==> config.mk <==
export PLATFORM = sky130hd
export DESIGN_NAME = frfpo_pixel_op
export DESIGN_NICKNAME = d
export VERILOG_FILES = /design/src/frame_rotate_flip_point_ops_defines.svh /design/src/frfpo_pkg.sv /design/src/frfpo_pixel_op.sv
export SDC_FILE = /design/constraint.sdc
export NUM_CORES = 1
export LEC_CHECK = 0
export ABC_AREA = 1
export BUFFER_PORTS_ARGS = -buffer_cell sky130_fd_sc_hd__buf_2
export CAP_MARGIN = 15
export CORE_UTILIZATION = 60
export DETAILED_ROUTE_END_ITERATION = 6
export PLACE_DENSITY_LB_ADDON = 0.08
export SYNTH_ARGS = -nofsm -noshare
export SYNTH_HDL_FRONTEND = slang
export SYNTH_SLANG_ARGS = --single-unit
==> constraint.sdc <==
create_clock -name vclk -period 14.73
set_clock_uncertainty 0.1 [all_clocks]
set_input_delay 2.946 -clock vclk [all_inputs]
set_output_delay 2.946 -clock vclk [all_outputs]
set_load 0.01 [all_outputs]
==> src/frame_rotate_flip_point_ops_defines.svh <==
// Assertion macros for the frame engine top level.
// Each macro takes a label, the clock and (where used) the active-low reset.
`ifndef FRAME_ROTATE_FLIP_POINT_OPS_DEFINES_SVH
`define FRAME_ROTATE_FLIP_POINT_OPS_DEFINES_SVH

`ifndef SYNTHESIS
// Checked property, disabled while reset is asserted.
`define FRFPO_ASSERT(name, clk_s, rstn_s, prop) \
  name: assert property (@(posedge clk_s) disable iff (!rstn_s) (prop)) \
    else $error("frfpo assertion failed");
// Checked property that also holds during reset.
`define FRFPO_ASSERT_NORST(name, clk_s, prop) \
  name: assert property (@(posedge clk_s) (prop)) \
    else $error("frfpo assertion failed");
`else
`define FRFPO_ASSERT(name, clk_s, rstn_s, prop)
`define FRFPO_ASSERT_NORST(name, clk_s, prop)
`endif

`endif

==> src/frfpo_pkg.sv <==
package frfpo_pkg;

  // Frame store geometry.
  localparam int MAX_WIDTH   = 256;
  localparam int MAX_HEIGHT  = 256;
  localparam int STORE_DEPTH = MAX_WIDTH * MAX_HEIGHT;
  localparam int ADDR_W      = $clog2(STORE_DEPTH);
  localparam int CNT_W       = ADDR_W + 1;
  localparam int POS_W       = $clog2((MAX_WIDTH > MAX_HEIGHT) ? MAX_WIDTH : MAX_HEIGHT);

  // Field widths.
  localparam int DIM_W  = 9;
  localparam int AREA_W = 2 * DIM_W;
  localparam int CH_W   = 8;
  localparam int PIX_W  = 3 * CH_W;
  localparam int SUM_W  = CH_W + 2;
  localparam int OFF_W  = 9;
  localparam int GEO_W  = 3;
  localparam int PT_W   = 2;

  // Read address product and the signed sum used for the brightness clamp.
  localparam int PROD_W = POS_W + DIM_W;
  localparam int BV_W   = CH_W + 3;

  // Configuration port.
  localparam int PADDR_W = 5;
  localparam int DATA_W  = 32;
  localparam int IDX_W   = PADDR_W - 2;

  localparam logic [IDX_W-1:0] REG_GEOMETRY   = 3'd0;
  localparam logic [IDX_W-1:0] REG_POINT      = 3'd1;
  localparam logic [IDX_W-1:0] REG_BRIGHTNESS = 3'd2;
  localparam logic [IDX_W-1:0] REG_WIDTH      = 3'd3;
  localparam logic [IDX_W-1:0] REG_HEIGHT     = 3'd4;

  localparam logic [GEO_W-1:0] GEO_IDENT  = 3'd0;
  localparam logic [GEO_W-1:0] GEO_ROT90  = 3'd1;
  localparam logic [GEO_W-1:0] GEO_ROT180 = 3'd2;
  localparam logic [GEO_W-1:0] GEO_ROT270 = 3'd3;
  localparam logic [GEO_W-1:0] GEO_MIRROR = 3'd4;

  localparam logic [PT_W-1:0] PT_NONE   = 2'd0;
  localparam logic [PT_W-1:0] PT_GRAY   = 2'd1;
  localparam logic [PT_W-1:0] PT_INVERT = 2'd2;
  localparam logic [PT_W-1:0] PT_BRIGHT = 2'd3;

  localparam logic ACT_LOAD  = 1'b0;
  localparam logic ACT_FETCH = 1'b1;

  localparam logic [DIM_W-1:0] DIM_RESET = 9'd256;
  localparam logic [CH_W-1:0]  CH_MAX    = 8'd255;

  // Division by three through a reciprocal; exact for sums up to 3 * 255.
  localparam int DIV3_MUL   = 683;
  localparam int DIV3_SHIFT = 11;
  localparam int DIV3_W     = SUM_W + DIV3_SHIFT;

  typedef struct packed {
    logic            action;
    logic [CH_W-1:0] red_in;
    logic [CH_W-1:0] green_in;
    logic [CH_W-1:0] blue_in;
  } in_item_t;

  typedef struct packed {
    logic [CH_W-1:0] red_out;
    logic [CH_W-1:0] green_out;
    logic [CH_W-1:0] blue_out;
    logic            end_of_row;
    logic            end_of_frame;
    logic            not_ready;
  } out_item_t;

  typedef struct packed {
    logic [GEO_W-1:0]        geometry_mode;
    logic [PT_W-1:0]         point_mode;
    logic signed [OFF_W-1:0] brightness_offset;
    logic [DIM_W-1:0]        image_width;
    logic [DIM_W-1:0]        image_height;
  } cfg_t;

  typedef struct packed {
    logic geom_wr;
    logic dim_wr;
  } cfg_evt_t;

  typedef struct packed {
    logic              we;
    logic [ADDR_W-1:0] waddr;
    logic [PIX_W-1:0]  wdata;
    logic              re;
    logic [ADDR_W-1:0] raddr;
  } mem_req_t;

  typedef struct packed {
    logic not_ready;
    logic end_of_row;
    logic end_of_frame;
  } tag_t;

  // A zero dimension acts as one, an oversized one as the store limit.
  function automatic logic [DIM_W-1:0] eff_dim(input logic [DIM_W-1:0] v, input int maxv);
    logic [DIM_W-1:0] res;
    if (v == '0) begin
      res = DIM_W'(1);
    end else if (int'(v) > maxv) begin
      res = DIM_W'(maxv);
    end else begin
      res = v;
    end
    return res;
  endfunction

  function automatic logic [CH_W-1:0] div3(input logic [SUM_W-1:0] s);
    logic [DIV3_W-1:0] p;
    p = DIV3_W'(s) * DIV3_W'(DIV3_MUL);
    return p[DIV3_SHIFT +: CH_W];
  endfunction

endpackage

==> src/frfpo_pixel_op.sv <==
module frfpo_pixel_op (
  input  logic [frfpo_pkg::PIX_W-1:0]  pix,
  input  frfpo_pkg::tag_t              tag,
  input  frfpo_pkg::cfg_t              cfg,
  output frfpo_pkg::out_item_t         item
);

  logic [frfpo_pkg::CH_W-1:0]  r, g, b, gray;
  logic [frfpo_pkg::SUM_W-1:0] sum;

  function automatic logic [frfpo_pkg::CH_W-1:0] chan_op(
    input logic [frfpo_pkg::CH_W-1:0]         c,
    input logic [frfpo_pkg::CH_W-1:0]         gr,
    input logic [frfpo_pkg::PT_W-1:0]         mode,
    input logic signed [frfpo_pkg::OFF_W-1:0] off
  );
    logic signed [frfpo_pkg::BV_W-1:0] v;
    logic [frfpo_pkg::CH_W-1:0]        res;
    v = $signed(frfpo_pkg::BV_W'(c)) + frfpo_pkg::BV_W'(off);
    case (mode)
      frfpo_pkg::PT_GRAY:   res = gr;
      frfpo_pkg::PT_INVERT: res = frfpo_pkg::CH_MAX - c;
      frfpo_pkg::PT_BRIGHT: begin
        if (v < 0) begin
          res = '0;
        end else if (v > $signed(frfpo_pkg::BV_W'(frfpo_pkg::CH_MAX))) begin
          res = frfpo_pkg::CH_MAX;
        end else begin
          res = v[frfpo_pkg::CH_W-1:0];
        end
      end
      default:              res = c;
    endcase
    return res;
  endfunction

  always_comb begin
    r    = pix[2*frfpo_pkg::CH_W +: frfpo_pkg::CH_W];
    g    = pix[frfpo_pkg::CH_W +: frfpo_pkg::CH_W];
    b    = pix[0 +: frfpo_pkg::CH_W];
    sum  = frfpo_pkg::SUM_W'(r) + frfpo_pkg::SUM_W'(g) + frfpo_pkg::SUM_W'(b);
    gray = frfpo_pkg::div3(sum);

    if (tag.not_ready) begin
      item.red_out   = '0;
      item.green_out = '0;
      item.blue_out  = '0;
    end else begin
      item.red_out   = chan_op(r, gray, cfg.point_mode, cfg.brightness_offset);
      item.green_out = chan_op(g, gray, cfg.point_mode, cfg.brightness_offset);
      item.blue_out  = chan_op(b, gray, cfg.point_mode, cfg.brightness_offset);
    end
    item.end_of_row   = tag.end_of_row;
    item.end_of_frame = tag.end_of_frame;
    item.not_ready    = tag.not_ready;
  end

endmodule

==> results.yml, run 1 <==
logic_synthesis:
  yosys-top-cells-area: "ha_1, nand2_1, fa_1"
  yosys.area.top_type: "ha_1"
  synth_top_area_share_pct: 23.4
  syn-cell-area_um2: 4650
  avgSynthCellArea_um2: 6.34
  ys_types: 45
  synth_warnings: 0
  synth_cells: 734
  ys_seq_area_share_pct: 0
  synth_nets: 911
detailed_routing:
  dr.pass1.iters: 5
  ant_nets: 0
  totalWireLength_um: 13800
  vias_per_cell: 5.65
  vias: 4990
  drc: 0
  drt-initial-drc-count: 349
  avgRoutedWirePerCell_um: 15.6
floorplanning:
  die_width_um: 90.0
  dieArea_um2: 8110
  num_rows: 31
  initial_core_util_pct: 63.1
  io_pins: 86
  core_area_um2: 7370
  dieHeight_um: 90.0
sta:
  fin_crit_sh_pct: 83.7
  fin_crit_ns: 12.33
  max_freq_mhz: 81.1
  rsz0062_at_grt: "false"
  hold_ws_ns: 5.79
  slew_headroom_pct: 48.4
  drv_slew: 0
  final.setup.tns_ns: 0
  finalHoldViolCount: 0
  setup_viol: 0
  tightest_slew_ns: 0.773
clock_network:
  ctsHoldBuffers: 0
  cts_resized: 0
  post-cts-setup-buffers: 0
worst_setup_path:
  cpMaxStageDelayCell: "fa_1"
  cp_data_required_time_ns: 11.68
  cpMostUsedCell: "inv_1"
  cp_max_fo: 5
  worstSetupPathType: "primary input to primary output"
  cp.arrival_ns: 9.28
  start_kind: "primary input"
  cpPeakStageDelay_ns: 0.53
  crit_path_end_kind: "primary output"
global_route:
  overflow: 0
  grt_max_degree: 20
  antenna_found_initial: 0
  grt_pass1_wl_um: 22800
  grt.total_usage_pct: 34.5
  grt_pass1_vias: 4921
final_layout:
  seq_area_um2: 0
  syn_to_final_growth_pct: 7.99
  drive_gt1_share_pct: 15.4
  diodes: 0
  seq_cells: 0
  final_nets: 963
  clkbuf_count: 0
worst_hold_path:
  min_path_type: "primary input to primary output"
  whs_path_depth: 0
placement:
  io_buffers: 61
  place_hpwl_um: 11900
  place.gp.congestion: 0.911
run:
  cap_violations: 0
outcome:
  run_status: "finished, final reports clean"
-- per-stage QoR --
stage | cell area (um^2) | instances | setup slack (ns) | util, %
after detailed placement | 5020 | 883 | 2.52 | 68.1
final | 5020 | 883 | 2.40 | 68.1
after CTS | 5020 | 883 | 2.49 | 68.1
after global routing | 5020 | 883 | 2.02 | 68.1
after global placement | 5020 | 883 | 2.62 | 68.1
after floorplan | 4650 | 734 | 3.44 | -
-- final timing paths --
kind  endpoint  slack [ns]   start
max   item[21]        2.40  pix[9]
min    item[1]        5.79  tag[0]
-- critical path, delay by kind of cell --
| family | cells | cell delay, ns |
|---|---|---|
| xor+xnor | 1 | 0.31 |
| compound gates | 5 | 1.09 |
| fa+ha+maj | 8 | 3.19 |
| simple gates | 6 | 0.69 |
| buf+inv | 12 | 1.08 |
-- layout make-up --
cell class                 count  area (um^2)
timing repair buffer          61          305
inverter                     139          522
tap                           99          124
fill                         700         2350
multi-input combinational    584         4070
-- cells in the mapped netlist (2+ instances only) --
library cell and count:
nand2_1 169, nand3_1 44, o21bai_1 3, o21ai_1 10, ha_1 87, nand3b_1 6
nand4_1 9, nor2_1 50, nand3_2 4, o21ai_2 2, nor2_4 2, and2_1 2
nor2_2 7, nand2_2 16, inv_2 15, buf_4 4, xnor2_1 11, a31oi_1 6
nor3_1 8, clkbuf_1 6, xor2_2 2, o21ai_0 33, inv_1 124, xor2_1 6
fa_1 31, a21oi_1 58
-- cell usage in the layout (no fill, tap or decap), types with 3 or more instances in the layout --
cell,count
nand2_1,169
inv_1,124
ha_1,87
buf_2,61
a21oi_1,58
nor2_1,50
nand3_1,44
o21ai_0,33
fa_1,31
nand2_2,16
inv_2,15
xnor2_1,11
o21ai_1,10
nand4_1,9
nor3_1,8
nor2_2,7
xor2_1,6
a31oi_1,6
nand3b_1,6
nand3_2,4
o21bai_1,3
-- per-layer routing --
metal  vias to the layer above  share of wire [%]  global-route usage (%)
li1                       2473                  -                       -
met1                      2266                 43                    43.9
met2                       211                 46                    59.8
met3                        40                7.5                    3.21
met4                         0                4.3                    13.3
met5                         -                  0                       0
-- kinds of logic (layout without fill, tap and decap cells) --
group	count (synthesis)	after routing	share of synthesized area, %
AOI/OAI and AO/OA	122	122	15.0
xor gates and xnor gates	20	20	4.49
adders and majority gates	118	118	36.8
buffers and inverters	150	200	12.5
and+or+nand+nor	324	324	31.3
Power of run 1 is left out: the tool's default activity adds up to more than one toggle a clock period on the data nets, which glitch-free logic cannot reach.
==> run 2: changes to the inputs <==
==> constraint.sdc (replaced) <==
create_clock -name vclk -period 12.65
set_clock_uncertainty 0.1 [all_clocks]
set_input_delay 2.53 -clock vclk [all_inputs]
set_output_delay 2.53 -clock vclk [all_outputs]
set_load 0.01 [all_outputs]
==> run 2 against run 1 <==
Net effect: flip-flop and latch count unchanged; worst hold slack got worse by 0.83 ns; sequential share of layout area is the same; cell count is the same.
==> results.yml, run 2 (synthesis results as in run 1) <==
worst_setup_path:
  cpPeakStageDelay_ns: 0.53
  crit_path_end_kind: "primary output"
  cp_data_required_time_ns: 10.02
  worstSetupPathType: "primary input to primary output"
  start_kind: "primary input"
  cp_max_fo: 5
  cp.arrival_ns: 8.81
  critPathTopFamily: "adder cells"
  cpMaxStageDelayCell: "fa_1"
  cpMostUsedCell: "inv_1"
  worst-path-buf-inv: 12
final_layout:
  final_nets: 963
  clkbuf_count: 0
  final_common_cell: "nand2_1"
  n_fill_cell: 682
  syn_to_final_growth_pct: 7.99
  seq_area_um2: 0
  diodes: 0
  final_cell_mix: "nand2_1, inv_1, ha_1"
  fin_util_pct: 68.1
  seq_cells: 0
  drive_gt1_share_pct: 15.4
sta:
  tightest_slew_ns: 0.784
  setup_viol: 0
  drv_slew: 0
  hold_ws_ns: 4.96
  finalHoldViolCount: 0
  final.setup.tns_ns: 0
  fin_crit_sh_pct: 90.4
  fin_crit_ns: 11.44
  max_freq_mhz: 87.4
  slew_headroom_pct: 47.7
  rsz0062_at_grt: "false"
  fin_ws_ns: 1.21
clock_network:
  post-cts-setup-buffers: 0
  ctsHoldBuffers: 0
  cts_resized: 0
detailed_routing:
  drc: 0
  dr.pass1.iters: 6
  avgRoutedWirePerCell_um: 15.4
  drt-initial-drc-count: 320
  ant_nets: 0
  vias: 4947
  vias_per_cell: 5.60
  totalWireLength_um: 13600
global_route:
  antenna_found_initial: 0
  grt_pass1_wl_um: 22500
  grt_pass1_vias: 4782
  grt.total_usage_pct: 34.2
  overflow: 0
  grt_max_degree: 20
floorplanning:
  io_pins: 86
  num_rows: 31
  core_area_um2: 7370
  initial_core_util_pct: 63.1
  dieHeight_um: 90.0
  die_width_um: 90.0
  dieArea_um2: 8110
placement:
  io_buffers: 61
  dp_slack_ns: 1.30
  place_hpwl_um: 11800
  place.gp.congestion: 0.926
worst_hold_path:
  min_path_type: "primary input to primary output"
outcome:
  run_status: "finished, final reports clean"
run:
  cap_violations: 0
==> run 2: cell counts in the layout (fill, tap and decap cells not counted) <==
No cell type changed its count.
==> run 2: per-layer routing <==
metal,wire [um],vias to the layer above,track usage [%]
li1,-,2479,-
met1,5820,2224,43.7
met2,6270,210,60.8
met3,1070,34,3.72
met4,422,0,8.87
met5,0,-,0
==> run 2: final cells by class <==
class	count	area (um^2)	share of cell area, %
Tap cell	99	124	2.47
Inverter	139	522	10.4
Timing Repair Buffer	61	305	6.08
Multi-Input combinational cell	584	4070	81.1
==> run 2: final timing paths <==
path	from	endpoint	slack, ns	cells past startpoint
hold / removal	tag[0]	item[1]	4.96	0
setup / recovery	pix[9]	item[21]	1.21	32
==> run 2: stage by stage <==
| stage | cells | area (um^2) |
|---|---|---|
| after floorplan | 734 | 4650 |
| after global placement | 883 | 5020 |
| after detailed placement | 883 | 5020 |
| after CTS | 883 | 5020 |
| after global routing | 883 | 5020 |
| final | 883 | 5020 |
Power of run 2 is left out for the same reason.
==> run 3: changes to the inputs <==
--- a/config.mk
+++ b/config.mk
@@ -5,10 +5,9 @@
 export SDC_FILE = /design/constraint.sdc
 export NUM_CORES = 1
 export LEC_CHECK = 0
-export ABC_AREA = 1
 export BUFFER_PORTS_ARGS = -buffer_cell sky130_fd_sc_hd__buf_2
 export CAP_MARGIN = 15
-export CORE_UTILIZATION = 60
+export CORE_UTILIZATION = 59
 export DETAILED_ROUTE_END_ITERATION = 6
 export PLACE_DENSITY_LB_ADDON = 0.08
 export SYNTH_ARGS = -nofsm -noshare
==> run 3 against run 2 <==
Net effect: cell count decreased by 24%; first-iteration DRC count decreased by 55%; sequential share of layout area unchanged; cell area decreased by 11%; wire length decreased by 16%; fmax decreased by 4.7%; die area decreased by 9.1%; clock-buffer cell count unchanged; synthesized cell count decreased by 28%; global-route usage decreased by 3.0 points; flip-flop and latch count unchanged; worst hold slack unchanged.
==> results.yml, run 3 <==
worst_setup_path:
  cpMaxStageDelayCell: "fa_1"
  cpMostUsedCell: "inv_1"
  worstSetupPathType: "primary input to primary output"
  crit_path_end_kind: "primary output"
  critPathTopFamily: "adder cells"
  cp_data_required_time_ns: 10.02
  start_kind: "primary input"
  cp.arrival_ns: 9.37
  worst-path-buf-inv: 10
  cpPeakStageDelay_ns: 0.53
  cp_max_fo: 4
logic_synthesis:
  ys_types: 60
  synth.most_common_cell: "ha_1"
  synth_cells: 531
  yosys-top-cells-area: "ha_1, fa_1, o21ai_0"
  synth_warnings: 0
  synth_nets: 708
  ys_seq_area_share_pct: 0
  synth_top_area_share_pct: 26.2
  yosys.area.top_type: "ha_1"
  avgSynthCellArea_um2: 7.81
  syn-cell-area_um2: 4150
  synth_common_cells: "ha_1, inv_1, nor2_1"
placement:
  place.gp.congestion: 1.06
  io_buffers: 61
  place_hpwl_um: 9780
sta:
  finalHoldViolCount: 0
  tightest_slew_ns: 0.754
  setup_viol: 0
  fin_crit_sh_pct: 94.8
  drv_slew: 0
  max_freq_mhz: 83.3
  slew_headroom_pct: 49.3
  fin_crit_ns: 12.00
  final.setup.tns_ns: 0
  rsz0062_at_grt: "false"
final_layout:
  seq_area_um2: 0
  final_nets: 753
  final_cell_mix: "ha_1, buf_2, inv_1"
  diodes: 0
  seq_cells: 0
  final_common_cell: "ha_1"
  drive_gt1_share_pct: 15.0
  clkbuf_count: 0
  syn_to_final_growth_pct: 8.14
detailed_routing:
  top_layer: "met4"
  routed-wl-met3_um: 436
  drt-initial-drc-count: 145
  vias: 4032
  avgRoutedWirePerCell_um: 17.0
  dr.pass1.iters: 4
  drc: 0
  totalWireLength_um: 11400
  ant_nets: 0
  vias_per_cell: 6.02
  wl_met2_um: 5890
  met1_length_um: 4790
global_route:
  grt_max_degree: 28
  overflow: 0
  grt.total_usage_pct: 31.1
  grt_pass1_wl_um: 18500
  grt_pass1_vias: 3888
  antenna_found_initial: 0
outcome:
  run_status: "finished, final reports clean"
floorplanning:
  die_width_um: 85.9
  dieHeight_um: 85.9
  dieArea_um2: 7370
  io_pins: 86
  num_rows: 30
  initial_core_util_pct: 61.1
  core_area_um2: 6790
clock_network:
  post-cts-setup-buffers: 0
  ctsHoldBuffers: 0
  cts_resized: 0
worst_hold_path:
  min_path_type: "primary input to primary output"
run:
  cap_violations: 0
## run 3: cell types whose count changed after synthesis, sizes merged, moves of 10 or more
cell,delta
nand2,-166
a311oi,+14
xnor2,+14
nor2b,+10
inv,-80
a21oi,-37
a211oi,+20
nand3,-42
a21o,+11
## run 3: final timing paths
check | endpoint | slack (ns) | depth (start not counted) | start
min | item[2] | 4.96 | 0 | tag[1]
max | item[23] | 0.65 | 29 | pix[1]
## run 3: logic make-up (layout without fill, tap and decap cells)
family | Yosys count | count (layout) | share of synthesized area (%)
compound gates | 165 | 165 | 27.7
xor+xnor | 37 | 37 | 7.81
fa+ha+maj | 118 | 118 | 41.2
buf+inv | 78 | 121 | 7.63
mux | 2 | 2 | 0.513
simple gates | 131 | 131 | 15.1
## run 3: routing by layer
layer | GRT usage (%) | vias to the layer above
met5 | 0 | -
met3 | 0.577 | 19
li1 | - | 2004
met4 | 7.12 | 0
met2 | 59.6 | 107
met1 | 38.6 | 1902
## run 3: layout make-up
class | instances | area, um^2
Fill cell | 617 | 2310
Multi-Input combinational cell | 453 | 3830
Timing Repair Buffer | 62 | 313
Inverter | 59 | 221
Tap cell | 96 | 120
## run 3: through the flow
stage,hold WS [ns],std cells,worst slack (ns),cell area [um^2],util (%)
global placement,4.96,670,0.695,4490,66.0
detailed placement,4.96,670,0.616,4490,66.0
CTS,4.96,670,0.631,4490,66.0
global route,4.96,670,0.346,4490,66.0
finish,4.96,670,0.652,4490,66.0
floorplan,5.05,531,1.56,4150,-
Power of run 3 is left out for the same reason.
