## src/frame_rotate_flip_point_ops_defines.svh

```systemverilog
// Assertion macros for the frame engine top level.
// Each macro takes a label, the clock and (where used) the active-low reset.
`ifndef FRAME_ROTATE_FLIP_POINT_OPS_DEFINES_SVH
`define FRAME_ROTATE_FLIP_POINT_OPS_DEFINES_SVH

`ifndef SYNTHESIS
// Checked property, disabled while reset is asserted.
`define FRFPO_ASSERT(name, clk_s, rstn_s, prop) \
  name: assert property (@(posedge clk_s) disable iff (!rstn_s) (prop)) \
    else $error("frfpo assertion failed");
// Checked property that also holds during reset.
`define FRFPO_ASSERT_NORST(name, clk_s, prop) \
  name: assert property (@(posedge clk_s) (prop)) \
    else $error("frfpo assertion failed");
`else
`define FRFPO_ASSERT(name, clk_s, rstn_s, prop)
`define FRFPO_ASSERT_NORST(name, clk_s, prop)
`endif

`endif

```

## src/frfpo_pkg.sv

```systemverilog
package frfpo_pkg;

  // Frame store geometry.
  localparam int MAX_WIDTH   = 256;
  localparam int MAX_HEIGHT  = 256;
  localparam int STORE_DEPTH = MAX_WIDTH * MAX_HEIGHT;
  localparam int ADDR_W      = $clog2(STORE_DEPTH);
  localparam int CNT_W       = ADDR_W + 1;
  localparam int POS_W       = $clog2((MAX_WIDTH > MAX_HEIGHT) ? MAX_WIDTH : MAX_HEIGHT);

  // Field widths.
  localparam int DIM_W  = 9;
  localparam int AREA_W = 2 * DIM_W;
  localparam int CH_W   = 8;
  localparam int PIX_W  = 3 * CH_W;
  localparam int SUM_W  = CH_W + 2;
  localparam int OFF_W  = 9;
  localparam int GEO_W  = 3;
  localparam int PT_W   = 2;

  // Read address product and the signed sum used for the brightness clamp.
  localparam int PROD_W = POS_W + DIM_W;
  localparam int BV_W   = CH_W + 3;

  // Configuration port.
  localparam int PADDR_W = 5;
  localparam int DATA_W  = 32;
  localparam int IDX_W   = PADDR_W - 2;

  localparam logic [IDX_W-1:0] REG_GEOMETRY   = 3'd0;
  localparam logic [IDX_W-1:0] REG_POINT      = 3'd1;
  localparam logic [IDX_W-1:0] REG_BRIGHTNESS = 3'd2;
  localparam logic [IDX_W-1:0] REG_WIDTH      = 3'd3;
  localparam logic [IDX_W-1:0] REG_HEIGHT     = 3'd4;

  localparam logic [GEO_W-1:0] GEO_IDENT  = 3'd0;
  localparam logic [GEO_W-1:0] GEO_ROT90  = 3'd1;
  localparam logic [GEO_W-1:0] GEO_ROT180 = 3'd2;
  localparam logic [GEO_W-1:0] GEO_ROT270 = 3'd3;
  localparam logic [GEO_W-1:0] GEO_MIRROR = 3'd4;

  localparam logic [PT_W-1:0] PT_NONE   = 2'd0;
  localparam logic [PT_W-1:0] PT_GRAY   = 2'd1;
  localparam logic [PT_W-1:0] PT_INVERT = 2'd2;
  localparam logic [PT_W-1:0] PT_BRIGHT = 2'd3;

  localparam logic ACT_LOAD  = 1'b0;
  localparam logic ACT_FETCH = 1'b1;

  localparam logic [DIM_W-1:0] DIM_RESET = 9'd256;
  localparam logic [CH_W-1:0]  CH_MAX    = 8'd255;

  // Division by three through a reciprocal; exact for sums up to 3 * 255.
  localparam int DIV3_MUL   = 683;
  localparam int DIV3_SHIFT = 11;
  localparam int DIV3_W     = SUM_W + DIV3_SHIFT;

  typedef struct packed {
    logic            action;
    logic [CH_W-1:0] red_in;
    logic [CH_W-1:0] green_in;
    logic [CH_W-1:0] blue_in;
  } in_item_t;

  typedef struct packed {
    logic [CH_W-1:0] red_out;
    logic [CH_W-1:0] green_out;
    logic [CH_W-1:0] blue_out;
    logic            end_of_row;
    logic            end_of_frame;
    logic            not_ready;
  } out_item_t;

  typedef struct packed {
    logic [GEO_W-1:0]        geometry_mode;
    logic [PT_W-1:0]         point_mode;
    logic signed [OFF_W-1:0] brightness_offset;
    logic [DIM_W-1:0]        image_width;
    logic [DIM_W-1:0]        image_height;
  } cfg_t;

  typedef struct packed {
    logic geom_wr;
    logic dim_wr;
  } cfg_evt_t;

  typedef struct packed {
    logic              we;
    logic [ADDR_W-1:0] waddr;
    logic [PIX_W-1:0]  wdata;
    logic              re;
    logic [ADDR_W-1:0] raddr;
  } mem_req_t;

  typedef struct packed {
    logic not_ready;
    logic end_of_row;
    logic end_of_frame;
  } tag_t;

  // A zero dimension acts as one, an oversized one as the store limit.
  function automatic logic [DIM_W-1:0] eff_dim(input logic [DIM_W-1:0] v, input int maxv);
    logic [DIM_W-1:0] res;
    if (v == '0) begin
      res = DIM_W'(1);
    end else if (int'(v) > maxv) begin
      res = DIM_W'(maxv);
    end else begin
      res = v;
    end
    return res;
  endfunction

  function automatic logic [CH_W-1:0] div3(input logic [SUM_W-1:0] s);
    logic [DIV3_W-1:0] p;
    p = DIV3_W'(s) * DIV3_W'(DIV3_MUL);
    return p[DIV3_SHIFT +: CH_W];
  endfunction

endpackage

```

## src/frfpo_cfg_regs.sv

```systemverilog
module frfpo_cfg_regs (
  input  logic                           clk,
  input  logic                           rst_n,
  input  logic                           psel,
  input  logic                           penable,
  input  logic                           pwrite,
  input  logic [frfpo_pkg::PADDR_W-1:0]  paddr,
  input  logic [frfpo_pkg::DATA_W-1:0]   pwdata,
  output logic [frfpo_pkg::DATA_W-1:0]   prdata,
  output logic                           pready,
  output frfpo_pkg::cfg_t                cfg,
  output frfpo_pkg::cfg_evt_t            evt
);

  frfpo_pkg::cfg_t               cfg_r;
  frfpo_pkg::cfg_t               cfg_nxt;
  logic                          wr_en;
  logic [frfpo_pkg::IDX_W-1:0]   idx;

  assign pready = 1'b1;
  assign wr_en  = psel && penable && pwrite;
  assign idx    = paddr[frfpo_pkg::PADDR_W-1:2];

  always_comb begin
    cfg_nxt     = cfg_r;
    evt.geom_wr = 1'b0;
    evt.dim_wr  = 1'b0;
    if (wr_en) begin
      unique case (idx)
        frfpo_pkg::REG_GEOMETRY: begin
          cfg_nxt.geometry_mode = pwdata[frfpo_pkg::GEO_W-1:0];
          evt.geom_wr           = 1'b1;
        end
        frfpo_pkg::REG_POINT: begin
          cfg_nxt.point_mode = pwdata[frfpo_pkg::PT_W-1:0];
        end
        frfpo_pkg::REG_BRIGHTNESS: begin
          cfg_nxt.brightness_offset = $signed(pwdata[frfpo_pkg::OFF_W-1:0]);
        end
        frfpo_pkg::REG_WIDTH: begin
          cfg_nxt.image_width = pwdata[frfpo_pkg::DIM_W-1:0];
          evt.dim_wr          = 1'b1;
        end
        frfpo_pkg::REG_HEIGHT: begin
          cfg_nxt.image_height = pwdata[frfpo_pkg::DIM_W-1:0];
          evt.dim_wr           = 1'b1;
        end
        default: begin
          cfg_nxt = cfg_r;
        end
      endcase
    end
  end

  always_ff @(posedge clk) begin
    if (!rst_n) begin
      cfg_r.geometry_mode     <= frfpo_pkg::GEO_IDENT;
      cfg_r.point_mode        <= frfpo_pkg::PT_NONE;
      cfg_r.brightness_offset <= '0;
      cfg_r.image_width       <= frfpo_pkg::DIM_RESET;
      cfg_r.image_height      <= frfpo_pkg::DIM_RESET;
    end else begin
      cfg_r <= cfg_nxt;
    end
  end

  always_comb begin
    unique case (idx)
      frfpo_pkg::REG_GEOMETRY:   prdata = frfpo_pkg::DATA_W'(cfg_r.geometry_mode);
      frfpo_pkg::REG_POINT:      prdata = frfpo_pkg::DATA_W'(cfg_r.point_mode);
      frfpo_pkg::REG_BRIGHTNESS: prdata = frfpo_pkg::DATA_W'(cfg_r.brightness_offset);
      frfpo_pkg::REG_WIDTH:      prdata = frfpo_pkg::DATA_W'(cfg_r.image_width);
      frfpo_pkg::REG_HEIGHT:     prdata = frfpo_pkg::DATA_W'(cfg_r.image_height);
      default:                   prdata = '0;
    endcase
  end

  assign cfg = cfg_r;

endmodule

```

## config.mk

```make
export PLATFORM = sky130hd
export DESIGN_NAME = frfpo_cfg_regs
export DESIGN_NICKNAME = d
export VERILOG_FILES = /design/src/frame_rotate_flip_point_ops_defines.svh /design/src/frfpo_pkg.sv /design/src/frfpo_cfg_regs.sv
export SDC_FILE = /design/constraint.sdc
export NUM_CORES = 1
export LEC_CHECK = 0
export BUFFER_PORTS_ARGS = -buffer_cell sky130_fd_sc_hd__buf_4
export CORE_ASPECT_RATIO = 1.5
export CORE_MARGIN = 2
export CORE_UTILIZATION = 42
export DETAILED_ROUTE_END_ITERATION = 7
export PLACE_DENSITY = 0.78
export SETUP_SLACK_MARGIN = 0.15
export SYNTH_ARGS = -nofsm -noshare
export SYNTH_HDL_FRONTEND = slang
export SYNTH_SLANG_ARGS = --single-unit
```

## constraint.sdc

```tcl
create_clock -name clk -period 3.5 [get_ports clk]
set_input_delay 0.525 -clock clk [delete_from_list [all_inputs] [get_ports clk]]
set_output_delay 0.525 -clock clk [all_outputs]
set_load 0.05 [all_outputs]
```

==> impl_results.md, run 1 <==
* Top-count cell post-synth: nand2_1
* Gpl congestion at 0.702
* Tot GR Track Use at 0.172
* Yosys warns at 0
* NumNets Final at 285
* Net count after synthesis at 227
* Max reg flops at 32
* Area grow syn2layout at 32.3%
* ANT nets after route at 0
* Sequential cell area at 641 um^2
* First-pass GRT wire length at 6.12 mm
* RSZ-0062 raised after global routing: false
* Min Tclk post-route at 2.39 ns
* Vias at 1430
* Tot Pwr at 0.741 mW
* Vias per cell at 4.95
* Cts hold-fix bufs at 0
* CTS Root Cell: clkbuf_8
* Worst ir drop on vdd at 0.321 mV
* Hold Vio Cnt, Final at 0
* Post-CTS setup buffers at 0
* Hold crit path type: reg2reg
* Drt total wl at 3.94 mm
* Worst slack at placement at 1.07 ns
* H-Tree Depth at 2
* Initial Utilization at 0.435
* I/O Pins at 109
* Die area at 0.00460 mm^2
* Syn Inst Count at 185
* DRC at 0
* Max clock buf depth at 2
* Post-cts resize count at 0
* Vias in the first global route at 1290
* Clock Pin Slew Worst Setup and Hold Paths at 0.06 ns
* Placed inst area at 0.00217 mm^2
* CTS tree: built
* Kind of critical path: in2out
* Mapped Area at 0.00171 mm^2
* Global route overflow at 0
* Footprint of the multi-input gates at 836 um^2
* Post-synth EDFFs at 0
* Clock Sinks at 32
* Post-route setup slack at 1.11 ns
* Core Box Area at 0.00392 mm^2
* Critical path data arrival time at 1.87 ns
* Top cell type's share of synthesized area at 0.375
* Mapped Avg Cell Area at 9.23 um^2
* FILL cells at 375
* Clock buffer count from CTS at 5
* Detailed router's first-iteration violation count at 30
* Pwr Density at 328 mW/mm^2
* Clk Latency, worst-skew pair at 0.28 ns
* Die H at 82.1 um
* Final count of pins violating max slew at 0
* DP Cell Count at 281
* Synth cell types at 26
* Worst Path Max Fanout at 17
* Leak at 1.01 nW
* First drt pass iteration count at 4
* Status: finished, final reports clean
* Largest net degree at the start of global routing at 43
* Fmax at 418 MHz
* Tcrit/Tclk final at 0.684
* Top cells by count, synth: nand2_1 (46), mux2i_1 (39), dfxtp_1 (32)
* Ranking of synthesized cells by area: dfxtp_1 (38%), mux2i_1 (23%), buf_4 (11%)
* Diodes inserted at 0
* FFs w/ async S/R, synth at 0
* Critical Path Source Type: primary input
* Finished Layout Cells at 289
* Die X at 56.0 um
* CP endpoint kind: output pin
* Post-synth top flop: dfxtp_1
* Register area share after synthesis at 0.375
* Share of layout cells above drive strength 1 at 0.406
* Post-route cell area at 0.00226 mm^2
* Synth area leader: dfxtp_1
* PortBufs at 82
* WL/cell at 13.6 um
* Max-Cap Viols at 0
* Rows at 28
* Final setup vio count at 0
* Initial antenna violation count at 0
* Worst Clk Skew at 0 ns
* Req. time, crit path at 2.97 ns
* Final HPWL DP at 2.83 mm
* Post-route setup TNS at 0 ns
* #FFs+latches synth at 32
==> power breakdown <==
group | internal [mW] | total [mW] | switching, mW
logic | 0.0293 | 0.0812 | 0.0519
registers | 0.367 | 0.369 | 0.00212
clock network | 0.160 | 0.290 | 0.130
total | 0.556 | 0.741 | 0.184
==> worst max-delay path: stages <==
cell and delay [ns]:
buf_4 0.20, nor3b_4 0.38, and4_4 0.42, or2_2 0.15, buf_4 0.19
==> layout make-up <==
cell class                 count  area share
multi-input combinational    119       0.370
sequential                    32       0.284
timing repair buffer          84       0.279
clock buffer                   8      0.0399
tap                           45      0.0249
inverter                       1     0.00166
==> final timing paths <==
check                       startpoint  depth (start not counted)  slack [ns]                    to
hold / removal    cfg[19]$_SDFFE_PN0P_                          2        0.47  cfg[19]$_SDFFE_PN0P_
setup reg to reg  cfg[28]$_SDFFE_PN0P_                          2        2.82  cfg[28]$_SDFFE_PN0P_
setup / recovery              paddr[2]                          5        1.11                evt[0]
hold reg to reg   cfg[19]$_SDFFE_PN0P_                          2        0.47  cfg[19]$_SDFFE_PN0P_
==> cell usage in the layout, fill, tap and decap left out <==
cell type / instances
dfxtp_1: 32
nor3b_1: 1
o311ai_0: 1
mux2_2: 2
nand4b_4: 1
a22oi_1: 4
conb_1: 1
nand2_1: 46
nor2_1: 1
nor2b_1: 4
nor2_4: 1
o22ai_1: 2
nor3b_4: 1
nand3b_1: 1
or2_2: 1
nand3_1: 1
buf_4: 84
inv_1: 1
and2b_1: 1
clkbuf_8: 6
and4_4: 1
nand2b_1: 2
nor3b_2: 2
o21ai_0: 6
mux2i_1: 39
clkbuf_1: 2
==> per-stage QoR <==
stage	hold slack, ns	util
floorplan	0.667	-
global placement	0.459	0.552
detailed placement	0.466	0.552
CTS	0.475	0.575
global route	0.486	0.575
finish	0.473	0.575
==> metal layers <==
metal,global-route usage,share of wire
met2,0.314,0.51
met1,0.180,0.39
met3,0.0551,0.088
met4,0.0786,0.019
met5,0,0
==> logic make-up after synthesis <==
group	after synthesis	share of synthesized area
multiplexers	41	0.242
flip-flops	32	0.375
AO/OA/AOI/OAI	13	0.0477
buffers and inverters	34	0.141
other	1	0.00220
AND/OR/NAND/NOR	64	0.192
Note: power is estimated with default switching activity, not from simulation.
==> inputs of run 2 (changes only) <==
==> constraint.sdc (replaced) <==
create_clock -name clk -period 2.3 [get_ports clk]
set_input_delay 0.345 -clock clk [delete_from_list [all_inputs] [get_ports clk]]
set_output_delay 0.345 -clock clk [all_outputs]
set_load 0.05 [all_outputs]
==> impl_results.md, run 2 (synthesis results as in run 1) <==
* Gpl congestion at 0.747
* Max clock buf depth at 2
* Worst Clk Skew at 0 ns
* CP startpoint: paddr[2]
* Min Tclk post-route at 1.80 ns
* Vias per cell at 5.04
* Largest net degree at the start of global routing at 43
* Initial Utilization at 0.435
* Critical Path Source Type: primary input
* Reg2reg setup slack at 1.65 ns
* Rows at 28
* Initial antenna violation count at 0
* Clock Pin Slew Worst Setup and Hold Paths at 0.06 ns
* Footprint of the multi-input gates at 857 um^2
* Global route overflow at 0
* First-pass GRT wire length at 6.42 mm
* Detailed router's first-iteration violation count at 28
* Commonest non-fill, non-tap cell in the layout: buf_4
* Die area at 0.00460 mm^2
* I/O Pins at 109
* Status: finished, final reports clean
* Fmax at 556 MHz
* Max reg flops at 32
* Critical path data arrival time at 1.46 ns
* Clock Sinks at 32
* Post-CTS setup buffers at 0
* Share of layout cells above drive strength 1 at 0.427
* Commonest cells after routing, fill and taps aside: buf_4 (88), nand2_1 (46), mux2i_1 (39)
* Worst Path Max Fanout at 17
* WL/cell at 14.2 um
* First drt pass iteration count at 4
* Worst ir drop on vdd at 0.429 mV
* Tcrit/Tclk final at 0.783
* RSZ-0062 raised after global routing: false
* PortBufs at 82
* DRC at 0
* Area grow syn2layout at 35.3%
* ANT nets after route at 0
* Req. time, crit path at 1.96 ns
* Final HPWL DP at 3.02 mm
* Kind of critical path: in2out
* CTS tree: built
* Leak at 1.05 nW
* Clock buffer count from CTS at 5
* CTS Root Cell: clkbuf_8
* Worst setup endpoint: prdata[0]
* Diodes inserted at 0
* Tot GR Track Use at 0.182
* Post-cts resize count at 0
* Die X at 56.0 um
* Die H at 82.1 um
* Pwr Density at 490 mW/mm^2
* Post-route setup TNS at 0 ns
* Core Box Area at 0.00392 mm^2
* Vias at 1476
* FILL cells at 350
* H-Tree Depth at 2
* Final count of pins violating max slew at 0
* Worst r2r path cells at 2
* Worst r2r src: cfg[11]$_SDFFE_PN0P_
* Sequential cell area at 642 um^2
* Drt total wl at 4.15 mm
* Hold Vio Cnt, Final at 0
* Final setup vio count at 0
* Cts hold-fix bufs at 0
* Tot Pwr at 1.13 mW
* Clk Latency, worst-skew pair at 0.28 ns
* CP endpoint kind: output pin
* Hold crit path type: in2reg
* Vias in the first global route at 1347
* NumNets Final at 289
* Worst reg2reg endpoint: cfg[11]$_SDFFE_PN0P_
* Max-Cap Viols at 0
==> run 2: routing by layer <==
metal	wire length, um	vias up	part of all wire	GRT usage
met5	0	-	0	0
met4	72	0	0.017	0.0810
met3	291	6	0.070	0.0488
met2	2100	60	0.51	0.325
met1	1690	691	0.41	0.201
li1	-	719	-	-
==> run 2: worst min path at each step <==
stage	cells past startpoint	startpoint	endpoint
2_1_floorplan	2	pwdata[8]	cfg[26]$_SDFFE_PN0P_
3_3_place_gp	2	cfg[4]$_SDFFE_PN0P_	cfg[4]$_SDFFE_PN0P_
3_5_place_dp	2	cfg[16]$_SDFFE_PN0P_	cfg[16]$_SDFFE_PN0P_
4_1_cts	3	pwdata[8]	cfg[26]$_SDFFE_PN0P_
5_1_grt	3	pwdata[8]	cfg[26]$_SDFFE_PN0P_
6_report	3	pwdata[8]	cfg[26]$_SDFFE_PN0P_
==> run 2: cell type report <==
class	instances	area share
flip-flops and latches	32	0.278
repair buffers	88	0.286
well taps	45	0.0244
clock buffers	8	0.0390
multi-input cells	119	0.371
inverters	1	0.00163
==> run 2: through the flow <==
step	util	instance area [um^2]	setup WS, ns	hold WS [ns]	instances
after floorplan	-	1760	0.0980	0.480	185
after global placement	0.566	2220	0.514	0.457	285
after detailed placement	0.566	2220	0.504	0.465	285
final	0.589	2310	0.500	0.324	293
after global routing	0.589	2310	0.414	0.320	293
after CTS	0.589	2310	0.468	0.321	293
==> run 2: critical path, cell delays in order <==
cell	delay, ns
buf_4	0.26
mux2_2	0.38
a22oi_1	0.14
o22ai_1	0.12
buf_4	0.20
==> run 2: power by group <==
group | switching (mW) | internal, mW | leakage (nW) | total (mW)
Sequential | 0.00337 | 0.558 | 0.259 | 0.562
Combinational | 0.0826 | 0.0473 | 0.746 | 0.130
Clock | 0.198 | 0.244 | 0.0455 | 0.441
Total | 0.284 | 0.849 | 1.05 | 1.13
==> inputs of run 3 (changes only) <==
==> constraint.sdc (replaced) <==
create_clock -name clk -period 1.8 [get_ports clk]
set_input_delay 0.27 -clock clk [delete_from_list [all_inputs] [get_ports clk]]
set_output_delay 0.27 -clock clk [all_outputs]
set_load 0.05 [all_outputs]
==> impl_results.md, run 3 (synthesis results as in run 1) <==
* Status: finished, final reports clean
* Die X at 56.0 um
* Max-Cap Viols at 0
* Area grow syn2layout at 39.1%
* CP endpoint kind: output pin
* Die area at 0.00460 mm^2
* Post-route setup slack at 0.210 ns
* Hold Vio Cnt, Final at 0
* Post-CTS setup buffers at 0
* CP max-delay cell: dfxtp_1
* Clock Pin Slew Worst Setup and Hold Paths at 0.07 ns
* DP Cell Count at 287
* ANT nets after route at 0
* M1 WL at 1.58 mm
* Core Box Area at 0.00392 mm^2
* Min Tclk post-route at 1.59 ns
* CTS tree: built
* Detailed router's first-iteration violation count at 32
* Routed wl met2 at 2.09 mm
* Fmax at 629 MHz
* First-pass GRT wire length at 6.36 mm
* RSZ-0062 raised after global routing: false
* First drt pass iteration count at 4
* DR top layer: met4
* Max reg flops at 32
* NumNets Final at 291
* Vias per cell at 5.00
* Pwr Density at 624 mW/mm^2
* PortBufs at 82
* WL/cell at 13.9 um
* Kind of critical path: reg2out
* Clock Sinks at 32
* Share of layout cells above drive strength 1 at 0.466
* Diodes inserted at 0
* Vias at 1471
* H-Tree Depth at 2
* Initial Utilization at 0.435
* I/O Pins at 109
* Max incr delay on CP at 0.32 ns
* Commonest cells after routing, fill and taps aside: buf_4 (89), nand2_1 (46), mux2i_1 (39)
* Max clock buf depth at 2
* Req. time, crit path at 1.53 ns
* Final count of pins violating max slew at 0
* Final HPWL DP at 3.00 mm
* Clk Latency, worst-skew pair at 0.28 ns
* Critical path data arrival time at 1.32 ns
* Met3 wire len at 314 um
* Cell chain of the critical path: mux2_2, a22oi_1, o22ai_1, buf_4
* DRC at 0
* CP startpoint: cfg[10]$_SDFFE_PN0P_
* Finished Layout Cells at 294
* Worst Clk Skew at 0 ns
* Commonest non-fill, non-tap cell in the layout: buf_4
* Vias in the first global route at 1363
* Hold crit path type: in2reg
* Drt total wl at 4.08 mm
* Final setup vio count at 0
* Rows at 28
* Tcrit/Tclk final at 0.883
* CTS Root Cell: clkbuf_8
* Initial antenna violation count at 0
* Largest net degree at the start of global routing at 43
* Worst ir drop on vdd at 0.557 mV
* Die H at 82.1 um
* Tot GR Track Use at 0.178
* Leak at 1.08 nW
* Critical Path Source Type: register
* Global route overflow at 0
* Gpl congestion at 0.732
* Clock buffer count from CTS at 5
* Worst r2r src: cfg[29]$_SDFFE_PN0P_
* Worst Path Max Fanout at 3
* Worst slack at placement at 0.178 ns
* Hold_sp: pwdata[8]
run 3: path summary, 6_finish.rpt:
check                              end  slack, ns  cells after the start
setup reg to reg  cfg[29]$_SDFFE_PN0P_       1.15                      2
setup / recovery             prdata[1]       0.21                      4
hold reg to reg    cfg[5]$_SDFFE_PN0P_       0.47                      2
hold / removal    cfg[26]$_SDFFE_PN0P_       0.23                      3
run 3: power breakdown:
group	switching [mW]	leakage, nW	internal [mW]
clock	0.255	0.0503	0.340
sequential	0.00417	0.259	0.712
combinational	0.108	0.770	0.0627
run 3: layout make-up:
cell class	count	area (um^2)
fill	354	1550
multi-input combinational	119	885
timing repair buffer	90	688
sequential	32	644
clock buffer	7	96.3
tap	45	56.3
inverter	1	3.75
run 3: timing repair:
item                       4_1_cts  5_1_grt
pin swaps                        1        1
hold buffers                     0        0
setup endpoints to repair        1        2
gates resized for setup          0        1
run 3: metal layers:
metal  track usage  up-vias
met2         0.319       61
met3        0.0535        8
met4         0.110        0
met1         0.180      678
li1              -      724
met5             0        -
run 3: critical path: cells and delay by family (launching register included):
| family | cells | cell delay, ns |
|---|---|---|
| flip-flops | 1 | 0.32 |
| multiplexers | 1 | 0.27 |
| AO/OA/AOI/OAI | 2 | 0.25 |
| buffers and inverters | 1 | 0.20 |
run 3: per-stage QoR:
stage / TNS, ns / power (mW) / area (um^2) / util / hold slack [ns]
4_1_cts: 0 / 1.50 / 2370 / 0.604 / 0.229
5_1_grt: 0 / 1.54 / 2370 / 0.605 / 0.253
6_report: 0 / 1.48 / 2370 / 0.605 / 0.230
3_3_place_gp: 0 / 0.902 / 2270 / 0.579 / 0.459
2_1_floorplan: -5.80 / 0.849 / 1790 / - / 0.402
3_5_place_dp: 0 / 0.903 / 2270 / 0.579 / 0.466
